### src/rtl/tkss_pkg.sv
// shared types, constants and packing for the tick keypad and sensor sequencer
// no dependencies
package tkss_pkg;

  localparam int PRESCALE_WRAP_DEF  = 1024;
  localparam int SHORT_PRESS_TICKS  = 3;

  localparam int IN_TDATA_W  = 24;
  localparam int IN_TUSER_W  = 3;
  localparam int OUT_TDATA_W = 72;
  localparam int CFG_ADDR_W  = 3;
  localparam int CFG_DATA_W  = 32;

  // ops
  localparam logic [2:0] OP_TICK         = 3'd0;
  localparam logic [2:0] OP_LOAD_SD      = 3'd1;
  localparam logic [2:0] OP_LOAD_WRITE   = 3'd2;
  localparam logic [2:0] OP_LOAD_GEN     = 3'd3;
  localparam logic [2:0] OP_CLR_SYSTICK  = 3'd4;

  // register indexes
  localparam logic REG_PRESSURE_EN = 1'b0;

  // key codes and debounce constants
  localparam logic [1:0] KEY_NONE           = 2'd3;
  localparam logic [3:0] LONG_PRESS_TICKS   = 4'd15;
  localparam logic [3:0] LONG_REPEAT_RELOAD = 4'd13;

  // periods, minus one
  localparam logic [7:0] PERIOD_IDLE    = 8'd49;
  localparam logic [7:0] PERIOD_NO_PRES = 8'd39;
  localparam logic [7:0] PERIOD_STEP    = 8'd19;
  localparam logic [7:0] PERIOD_MES     = 8'd9;

  typedef struct packed {
    logic [2:0]  op;
    logic [15:0] load_value;
    logic [2:0]  key_pins;
    logic        measure_enable;
  } tkss_item_t;

  typedef struct packed {
    logic        key_event;
    logic        key_long;
    logic [1:0]  key_id;
    logic        second_tick;
    logic        heater_on;
    logic        pressure_on;
    logic        temp_sensor_on;
    logic        adc_start;
    logic [7:0]  next_period;
    logic [15:0] sd_remaining;
    logic [15:0] write_remaining;
    logic [15:0] gen_remaining;
  } tkss_result_t;

  function automatic tkss_item_t unpack_item(input logic [IN_TUSER_W-1:0] user,
                                             input logic [IN_TDATA_W-1:0] data);
    tkss_item_t it;
    it.op             = user;
    it.load_value     = data[15:0];
    it.key_pins       = data[18:16];
    it.measure_enable = data[19];
    return it;
  endfunction

  function automatic logic [OUT_TDATA_W-1:0] pack_result(input tkss_result_t r);
    return {7'd0, r.gen_remaining, r.write_remaining, r.sd_remaining, r.next_period,
            r.adc_start, r.temp_sensor_on, r.pressure_on, r.heater_on, r.second_tick,
            r.key_id, r.key_long, r.key_event};
  endfunction

endpackage

### src/rtl/tkss_cfg.sv
// apb-style configuration register block
// depends on tkss_pkg
module tkss_cfg
  import tkss_pkg::*;
(
  input  logic                  clk,
  input  logic                  rst_n,
  input  logic                  cfg_psel,
  input  logic                  cfg_penable,
  input  logic                  cfg_pwrite,
  input  logic [CFG_ADDR_W-1:0] cfg_paddr,
  input  logic [CFG_DATA_W-1:0] cfg_pwdata,
  output logic [CFG_DATA_W-1:0] cfg_prdata,
  output logic                  cfg_pready,
  output logic                  pressure_enabled
);

  logic pressure_en_r;
  logic pressure_en_nxt;
  logic sel_pe;

  assign sel_pe     = (cfg_paddr[CFG_ADDR_W-1:2] == REG_PRESSURE_EN);
  assign cfg_pready = 1'b1;

  always_comb begin
    pressure_en_nxt = pressure_en_r;
    if (cfg_psel && cfg_penable && cfg_pwrite && cfg_pready && sel_pe) begin
      pressure_en_nxt = cfg_pwdata[0];
    end
  end

  always_ff @(posedge clk) begin
    if (!rst_n) begin
      pressure_en_r <= 1'b0;
    end else begin
      pressure_en_r <= pressure_en_nxt;
    end
  end

  assign cfg_prdata       = sel_pe ? {{(CFG_DATA_W-1){1'b0}}, pressure_en_r} : '0;
  assign pressure_enabled = pressure_en_r;

endmodule

### src/rtl/tkss_core.sv
// state registers and single-pass update for timers, prescaler, keys and sequencer
// depends on tkss_pkg
module tkss_core
  import tkss_pkg::*;
#(
  parameter int PRESCALE_WRAP = PRESCALE_WRAP_DEF
) (
  input  logic         clk,
  input  logic         rst_n,
  input  logic         advance,
  input  tkss_item_t   item,
  input  logic         pressure_enabled,
  output tkss_result_t result
);

  localparam int PW = $clog2(PRESCALE_WRAP) + 1;

  typedef enum logic [3:0] {
    SEQ_WAIT = 4'b0001,
    SEQ_PRES = 4'b0010,
    SEQ_RES  = 4'b0100,
    SEQ_MES  = 4'b1000
  } seq_state_t;

  logic [15:0]   sd_r, sd_nxt;
  logic [15:0]   wr_r, wr_nxt;
  logic [15:0]   gen_r, gen_nxt;
  logic [PW-1:0] presc_r, presc_nxt;
  logic          systick_r, systick_nxt;
  logic [7:0]    period_r, period_nxt;
  logic [3:0]    hold_r, hold_nxt;
  logic [1:0]    prev_key_r, prev_key_nxt;
  seq_state_t    seq_r, seq_nxt;

  logic [8:0]    step;
  logic [PW-1:0] presc_sum;
  logic [2:0]    pressed;
  logic [1:0]    key;
  logic [3:0]    hold_inc;

  assign step      = {1'b0, period_r} + 9'd1;
  assign presc_sum = presc_r + PW'(step);
  assign pressed   = ~item.key_pins;

  always_comb begin
    unique case (pressed)
      3'b001:  key = 2'd0;
      3'b010:  key = 2'd1;
      3'b100:  key = 2'd2;
      default: key = KEY_NONE;
    endcase
  end

  always_comb begin
    if (key == KEY_NONE) begin
      hold_inc = 4'd0;
    end else if (key == prev_key_r) begin
      hold_inc = hold_r + 4'd1;
    end else begin
      hold_inc = 4'd0;
    end
  end

  always_comb begin
    sd_nxt       = sd_r;
    wr_nxt       = wr_r;
    gen_nxt      = gen_r;
    presc_nxt    = presc_r;
    systick_nxt  = systick_r;
    period_nxt   = period_r;
    hold_nxt     = hold_r;
    prev_key_nxt = prev_key_r;
    seq_nxt      = seq_r;
    result       = '0;

    unique case (item.op)
      OP_TICK: begin
        sd_nxt = ({7'd0, step} < sd_r) ? (sd_r - {7'd0, step}) : 16'd0;

        if (presc_sum >= PW'(PRESCALE_WRAP)) begin
          presc_nxt          = presc_sum - PW'(PRESCALE_WRAP);
          wr_nxt             = (wr_r != 16'd0) ? (wr_r - 16'd1) : 16'd0;
          gen_nxt            = (gen_r != 16'd0) ? (gen_r - 16'd1) : 16'd0;
          systick_nxt        = 1'b1;
          result.second_tick = 1'b1;
        end else begin
          presc_nxt = presc_sum;
        end

        prev_key_nxt = key;
        hold_nxt     = hold_inc;
        if (hold_inc == LONG_PRESS_TICKS) begin
          result.key_event = 1'b1;
          result.key_long  = 1'b1;
          result.key_id    = key;
          hold_nxt         = LONG_REPEAT_RELOAD;
        end else if (hold_inc == 4'(SHORT_PRESS_TICKS)) begin
          result.key_event = 1'b1;
          result.key_id    = key;
        end

        unique case (seq_r)
          SEQ_WAIT: begin
            if (systick_nxt && item.measure_enable) begin
              result.heater_on = 1'b1;
              if (pressure_enabled) begin
                period_nxt = PERIOD_STEP;
                seq_nxt    = SEQ_PRES;
              end else begin
                period_nxt = PERIOD_NO_PRES;
                seq_nxt    = SEQ_RES;
              end
            end else begin
              period_nxt = PERIOD_IDLE;
            end
          end
          SEQ_PRES: begin
            result.pressure_on = 1'b1;
            seq_nxt            = SEQ_RES;
            period_nxt         = PERIOD_STEP;
          end
          SEQ_RES: begin
            result.temp_sensor_on = 1'b1;
            seq_nxt               = SEQ_MES;
            period_nxt            = PERIOD_MES;
          end
          SEQ_MES: begin
            result.adc_start = 1'b1;
            seq_nxt          = SEQ_WAIT;
            period_nxt       = PERIOD_IDLE;
          end
          default: begin
            seq_nxt    = SEQ_WAIT;
            period_nxt = PERIOD_IDLE;
          end
        endcase
      end
      OP_LOAD_SD:     sd_nxt      = item.load_value;
      OP_LOAD_WRITE:  wr_nxt      = item.load_value;
      OP_LOAD_GEN:    gen_nxt     = item.load_value;
      OP_CLR_SYSTICK: systick_nxt = 1'b0;
      default: begin
      end
    endcase

    result.next_period     = period_nxt;
    result.sd_remaining    = sd_nxt;
    result.write_remaining = wr_nxt;
    result.gen_remaining   = gen_nxt;
  end

  always_ff @(posedge clk) begin
    if (!rst_n) begin
      sd_r       <= '0;
      wr_r       <= '0;
      gen_r      <= '0;
      presc_r    <= '0;
      systick_r  <= 1'b0;
      period_r   <= PERIOD_IDLE;
      hold_r     <= '0;
      prev_key_r <= KEY_NONE;
      seq_r      <= SEQ_WAIT;
    end else if (advance) begin
      sd_r       <= sd_nxt;
      wr_r       <= wr_nxt;
      gen_r      <= gen_nxt;
      presc_r    <= presc_nxt;
      systick_r  <= systick_nxt;
      period_r   <= period_nxt;
      hold_r     <= hold_nxt;
      prev_key_r <= prev_key_nxt;
      seq_r      <= seq_nxt;
    end
  end

endmodule

### src/rtl/tick_keypad_and_sensor_sequencer_unit.sv
// top level of the tick keypad and sensor sequencer: input register, core, result register
// depends on tkss_pkg, tkss_cfg and tkss_core
//
// channel  | direction | handshake            | contents
// in_      | in        | tvalid/tready        | tuser op, tdata load_value/key_pins/measure_enable
// out_     | out       | tvalid/tready        | tdata key, pulse, period and countdown fields
// cfg_     | in        | apb psel/penable     | pressure_enabled at byte address 0
//
// one transaction per cycle sustained while out_tready is high; each item is registered
// in the input register and processed as it moves from there to the result register
// reset is synchronous, active low; clears valid flags and core state, not data registers; no clearing pass
// a stall on out_tready holds the result and fills the input register, then drops in_tready
module tick_keypad_and_sensor_sequencer_unit
  import tkss_pkg::*;
#(
  parameter int PRESCALE_WRAP = PRESCALE_WRAP_DEF
) (
  input  logic                   clk,
  input  logic                   rst_n,
  input  logic                   in_tvalid,
  output logic                   in_tready,
  input  logic [IN_TDATA_W-1:0]  in_tdata,   // load_value, key_pins, measure_enable, pad
  input  logic [IN_TUSER_W-1:0]  in_tuser,   // op
  output logic                   out_tvalid,
  input  logic                   out_tready,
  output logic [OUT_TDATA_W-1:0] out_tdata,  // key_event, key_long, key_id, second_tick,
                                             // heater_on, pressure_on, temp_sensor_on,
                                             // adc_start, next_period, sd_remaining,
                                             // write_remaining, gen_remaining, pad
  input  logic                   cfg_psel,
  input  logic                   cfg_penable,
  input  logic                   cfg_pwrite,
  input  logic [CFG_ADDR_W-1:0]  cfg_paddr,
  input  logic [CFG_DATA_W-1:0]  cfg_pwdata,
  output logic [CFG_DATA_W-1:0]  cfg_prdata,
  output logic                   cfg_pready
);

  logic                   in_v_r;
  tkss_item_t             in_item_r;
  logic                   out_v_r;
  logic [OUT_TDATA_W-1:0] out_data_r;
  logic                   advance;
  logic                   pressure_enabled;
  tkss_result_t           result;

  assign advance   = in_v_r && (!out_v_r || out_tready);
  assign in_tready = !in_v_r || advance;

  tkss_cfg u_cfg (
    .clk              (clk),
    .rst_n            (rst_n),
    .cfg_psel         (cfg_psel),
    .cfg_penable      (cfg_penable),
    .cfg_pwrite       (cfg_pwrite),
    .cfg_paddr        (cfg_paddr),
    .cfg_pwdata       (cfg_pwdata),
    .cfg_prdata       (cfg_prdata),
    .cfg_pready       (cfg_pready),
    .pressure_enabled (pressure_enabled)
  );

  tkss_core #(
    .PRESCALE_WRAP (PRESCALE_WRAP)
  ) u_core (
    .clk              (clk),
    .rst_n            (rst_n),
    .advance          (advance),
    .item             (in_item_r),
    .pressure_enabled (pressure_enabled),
    .result           (result)
  );

  always_ff @(posedge clk) begin
    if (!rst_n) begin
      in_v_r <= 1'b0;
    end else if (in_tready) begin
      in_v_r <= in_tvalid;
    end
  end

  always_ff @(posedge clk) begin
    if (in_tvalid && in_tready) begin
      in_item_r <= unpack_item(in_tuser, in_tdata);
    end
  end

  always_ff @(posedge clk) begin
    if (!rst_n) begin
      out_v_r <= 1'b0;
    end else if (advance) begin
      out_v_r <= 1'b1;
    end else if (out_tready) begin
      out_v_r <= 1'b0;
    end
  end

  always_ff @(posedge clk) begin
    if (advance) begin
      out_data_r <= pack_result(result);
    end
  end

  assign out_tvalid = out_v_r;
  assign out_tdata  = out_data_r;

endmodule

### config.mk
export PLATFORM = sky130hd
export DESIGN_NAME = tick_keypad_and_sensor_sequencer_unit
export DESIGN_NICKNAME = d
export VERILOG_FILES = /design/src/rtl/tkss_pkg.sv /design/src/rtl/tkss_cfg.sv /design/src/rtl/tkss_core.sv /design/src/rtl/tick_keypad_and_sensor_sequencer_unit.sv
export SDC_FILE = /design/constraint.sdc
export NUM_CORES = 1
export LEC_CHECK = 0
export ABC_AREA = 1
export BUFFER_PORTS_ARGS = -buffer_cell sky130_fd_sc_hd__buf_2
export CORE_MARGIN = 2
export CORE_UTILIZATION = 27
export DETAILED_ROUTE_END_ITERATION = 12
export PLACE_DENSITY = 0.53
export SLEW_MARGIN = 5
export SYNTH_ARGS = -nofsm -noshare
export SYNTH_HDL_FRONTEND = slang
export SYNTH_SLANG_ARGS = --single-unit
### constraint.sdc
create_clock -name clk -period 3.8 [get_ports clk]
set_input_delay 0.19 -clock clk [delete_from_list [all_inputs] [get_ports clk]]
set_output_delay 0.19 -clock clk [all_outputs]
set_load 0.01 [all_outputs]
# == Yosys cells after proc, flatten, opt, wreduce, memory -nomap -nowiden ==
# Index checks and enable logic that the tools add are counted.
# totals
regBits,169
output_inout_bits,107
n_memories,0
ram_bits,0
rom_bits,0
latch_bits,0
elab_cells,101
# op_classes
mux,36
n_bitwise,2
shifts,0
eq_ne,16
div,0
n_mul,0
add_sub_neg,7
reduce_logical,19
magnitude_cmp,2
# op_table
operator,count
16-bit one-hot mux with 2 select lines,3
16-bit 2-to-1 mux,5
16-bit nonzero test,2
"16-bit by 1-bit subtractor with 16-bit output, second input constant",2
8-bit one-hot mux with 3 select lines,1
9-bit by 16-bit < comparator with 1-bit output,1
4-bit 2-to-1 mux,4
8-bit 2-to-1 mux,2
16-bit by 9-bit subtractor with 16-bit output,1
1-bit 2-to-1 mux,13
4-bit one-hot mux with 3 select lines,1
11-bit by 9-bit adder with 11-bit output,1
"11-bit greater-or-equal comparator, second input constant",1
11-bit 2-to-1 mux,1
"11-bit subtractor, second input constant",1
"8-bit by 1-bit adder with 9-bit output, second input constant",1
"3-bit by 2-bit == test with 1-bit output, second input constant",3
"4-bit by 2-bit == test with 1-bit output, second input constant",2
"4-bit == test, second input constant",2
"3-bit by 1-bit == test with 1-bit output, second input constant",2
"3-bit == test, second input constant",2
1-bit logical AND,6
6-bit 2-to-1 mux,1
2-bit one-hot mux with 3 select lines,1
other kinds (17),23

# == Depth between registers and ports, before layout ==
# depth
ltp_word,9
mapped_depth,21
mapped_depth_nobuf,21

# == Hierarchy ==
# From an unflattened synthesis, not the netlist that was laid out.
# unflattened
cells_unflattened,1333
area_unflattened_um2,9942.0
# by_module_without_submodules
module,area_per_inst_um2,instances,cells_per_inst
tkss_core,6834.1,1,1178
tick_keypad_and_sensor_sequencer_unit,2793.9,1,109
tkss_cfg,314.1,1,46

# == Worst setup path after synthesis ==
# OpenSTA, ideal clock, no wires.
# synth_timing
path_type,flip-flop to flip-flop
from,register out_v_r (netlist: out_tvalid)
to,register out_data_r[0] (netlist: out_tdata[0]) (enable)
n_path_buf,1
setup_time_ns,0.455
stages_incl_launch_ff,5
synth_period_minus_slack_ns,3.151
slack_ns,0.649
arrival_ns,2.695
path_cell_list,dfxtp_1 > nand2_1 > nand2_1 > inv_2 > clkbuf_1
# synth_between
elab_chain_len,3
# synth_rtl
item,line_no,source
from (decl),tick_keypad_and_sensor_sequencer_unit.sv:41,logic out_v_r;
from (signal assigned),tick_keypad_and_sensor_sequencer_unit.sv:90,out_v_r <= 1'b0;
from (signal assigned),tick_keypad_and_sensor_sequencer_unit.sv:92,out_v_r <= 1'b1;
from (signal assigned),tick_keypad_and_sensor_sequencer_unit.sv:94,out_v_r <= 1'b0;
1-bit logical NOT,tick_keypad_and_sensor_sequencer_unit.sv:47,assign advance = in_v_r && (!out_v_r || out_tready);
1-bit logical OR,tick_keypad_and_sensor_sequencer_unit.sv:47,
1-bit logical AND,tick_keypad_and_sensor_sequencer_unit.sv:47,
named net advance,tick_keypad_and_sensor_sequencer_unit.sv:43,logic advance;
to (signal assigned),tick_keypad_and_sensor_sequencer_unit.sv:100,out_data_r <= pack_result(result);
to (decl),tick_keypad_and_sensor_sequencer_unit.sv:42,logic [OUT_TDATA_W-1:0] out_data_r;
# The timed path passes the listed nets, and every way through them passes these cells.
# A chain may end at the register's enable or synchronous reset.

==> metrics.md <==
| Metric | Value |
|---|---|
| Fill count | `3847` |
| Die area | `around 38000 um^2` |
| Synth Instances | `around 1300` |
| CP startpoint kind | `flip-flop` |
| Required time of the worst setup path | `~4.1 ns` |
| Synth top area share | `between 20% and 30%` |
| Core area | `36300 um^2` |
| RSZ-0062 raised after global routing | `no` |
| PwrDens | `411 nW/um^2` |
| Placed instance area | `10700 um^2` |
| Final nets | `1540` |
| First-pass GRT wire length | `43.6 mm` |
| Dominant cell type by area after synthesis | `edfxtp_1` |
| Total Power | `around 4.7 mW` |
| Root buf cell | `clkbuf_16` |
| Worst Path Arrival | `3.66 ns` |
| Achievable Freq | `0.294 GHz` |
| Pin count of the biggest net entering global routing | `68` |
| Global router's overall resource usage | `14.5%` |
| Antenna violations before repair | `1` |
| Slew Limit Headroom | `20.2%` |
| Register area | `roughly 4300 um^2` |
| Count of cell types in the netlist | `41` |
| Synthesized flop and latch total | `169` |
| Maximum fanout along the worst path | `8` |
| Multi-input gate area | `~4400 um^2` |
| Die Ht | `195 um` |
| CP Class | `reg -> reg` |
| Share of post-route cells with drive strength above 1 | `10.9%` |
| Routed vias/inst | `between 4 and 5` |
| Clock Latency Late Sink | `0.44 ns` |
| MaxCap Viol Count | `0` |
| Final hold viol count | `0` |
| Final instance area | `11500 um^2` |
| Initial DRT Pass Iterations | `5` |
| Hold Slack | `0.0241 ns` |
| Total wire length | `27.8 mm` |
| Starting density of the core | `27.2%` |
| Max-slew violation count | `0` |
| Port Buffer Count | `99` |
| Register area share after synthesis | `a little over two fifths` |
| DRC | `0` |
| Hpwl dp | `between 15 and 20 mm` |
| Clock slew at reported path FFs | `0.07 ns` |
| CTS sink cnt | `169` |
| CTS max path bufs | `2` |
| WL/cell | `14.4 um` |
| TNS Setup | `0 ns` |
| Vias in the first global route | `8140` |
| Max VDD drop | `0.290 mV` |
| DR vias | `8843` |
| Status | `completed` |
| Syn avg cell area | `7.37 um^2` |
| CTS tree | `done` |
| Num rows | `70` |
| Synth warnings | `0` |
| Boundary pin count | `176` |
| Number of DRC markers in iteration 0 | `606` |
| Grt ovf | `0` |
| Crit. End Element | `flip-flop` |
| Synth area leaders | `edfxtp_1, dfxtp_1, nand2_1` |
| # diodes | `0` |
| Post-synthesis cell area | `9870 um^2` |
| Routability cong. | `roughly 0.90` |
| Htree depth | `4` |
| Post-route ant nets | `0` |
| Layout area overhead | `16.7%` |
| Final min period | `around 3.4 ns` |
| Clock skew | `0.0106 ns` |
| Setup-failing EPs final | `0` |
| Num CTS Buffers | `17` |
| Fin cells | `1927` |
| Tightest Pin Transition | `about 1.2 ns` |
| Placed Cells | `~1900` |
| Pleak | `5.71 nW` |
| Die width | `195 um` |
| # Post-CTS Setup Buffers | `0` |
| Hold Crit Class | `in -> reg` |
| Tcrit/Tclk final | `around nine tenths` |
-- cells by family after synthesis --
group,synth area share (%)
other,0.0761
buffers and inverters,13.7
flip-flops,43.2
AO/OA/AOI/OAI,9.39
AND/OR/NAND/NOR,27.6
adder cells (fa/ha/maj),3.32
XOR/XNOR,2.75
-- cells in the final DEF (no fill, tap or decap), types with 18 or more instances in the layout --
| master | synthesis | routed |
|---|---|---|
| conb_1 | 2 | 39 |
| dlygate4sd3_1 | 0 | 24 |
| xor2_1 | 27 | 27 |
| nand3_1 | 144 | 144 |
| dfxtp_1 | 81 | 81 |
| nand2_1 | 350 | 349 |
| inv_1 | 226 | 226 |
| clkbuf_16 | 0 | 18 |
| nor2_1 | 86 | 85 |
| nand4_1 | 28 | 28 |
| o22ai_1 | 32 | 32 |
| ha_1 | 23 | 23 |
| o21ai_0 | 37 | 37 |
| a21oi_1 | 80 | 80 |
| edfxtp_1 | 88 | 88 |
| buf_2 | 11 | 99 |
-- path summary, 6_finish.rpt --
check | startpoint | endpoint | slack [ns] | cells past startpoint
setup / recovery | u_core.period_r[0]$_SDFFE_PN1P_ | out_tdata[13]$_DFFE_PP_ | 0.39 | 16
hold / removal | in_tvalid | in_v_r$_SDFFE_PN0N_ | 0.02 | 3
setup reg to reg | u_core.period_r[0]$_SDFFE_PN1P_ | out_tdata[13]$_DFFE_PP_ | 0.39 | 16
hold reg to reg | u_core.presc_r[8]$_SDFFE_PN0P_ | u_core.presc_r[8]$_SDFFE_PN0P_ | 0.46 | 2
-- Yosys cell counts (all sizes together) --
master,count
a21boi,3
o22ai,32
a21o,3
and2,1
conb,2
a22oi,1
nor3,9
nand2,356
nand4,28
nor2,90
xor2,27
fa,2
nor4,1
o21ai,41
a21oi,80
clkbuf,20
nand3b,4
ha,23
xnor2,4
a31oi,2
nand3,144
o21bai,3
a22o,1
edfxtp,88
dfxtp,81
a211oi,1
o311a,1
or2,3
buf,59
inv,229
-- registers in the layout, summed over array words and instances (netlist names) --
register and cells:
in_item_r 23, u_cfg.pressure_enabled 1, u_core.period_r 8, u_core.wr_r 16, u_core.presc_r 11, out_tvalid 1
u_core.gen_r 16, u_core.seq_r 4, u_core.hold_r 4, in_v_r 1, u_core.systick_r 1, u_core.sd_r 16
out_tdata 65, u_core.prev_key_r 2
-- metrics by stage --
step           util (%)  setup WS [ns]
2_1_floorplan         -          0.649
3_3_place_gp       29.4          0.391
3_5_place_dp       29.4          0.309
4_1_cts            31.7          0.284
5_1_grt            31.7          0.104
6_report           31.7          0.393
-- final cells by class --
cell class                      count  area share (%)
Clock buffer                       19            3.94
Multi-Input combinational cell    899            38.2
Inverter                          229            7.48
Timing Repair Buffer              130            7.17
Clock inverter                     13            1.12
Sequential cell                   169            37.0
Tap cell                          468            5.08
-- where the power goes --
group          internal [mW]  leakage, nW  switching [mW]
sequential              2.03         1.51          0.0658
combinational          0.290         3.92           0.573
clock                  0.958        0.286           0.820
-- routing by layer --
layer,wire [um],global-route usage [%]
met2,12400,22.4
met1,13200,20.1
met4,620,4.92
met3,1650,3.11
met5,0,0
-- worst max-delay path, stage by stage, from the launching register on --
cell	delay [ns]
dfxtp_1	0.34
inv_1	0.14
nor3_2	0.33
nand4_1	0.25
nor2_1	0.17
xor2_1	0.26
inv_1	0.08
ha_1	0.35
nand2_1	0.10
nand2_1	0.07
a21boi_2	0.21
nand3_1	0.13
nand2_1	0.11
nand3_1	0.16
nand2_1	0.17
nand2_4	0.10
a21boi_0	0.25
-- repair_timing --
| action | 4_1_cts | 5_1_grt |
|---|---|---|
| hold endpoints to repair | 24 | 0 |
| resized for setup | 0 | 1 |
| hold buffers | 24 | 0 |
| setup endpoints to repair | 0 | 27 |
(Power assumes the default switching activity.)
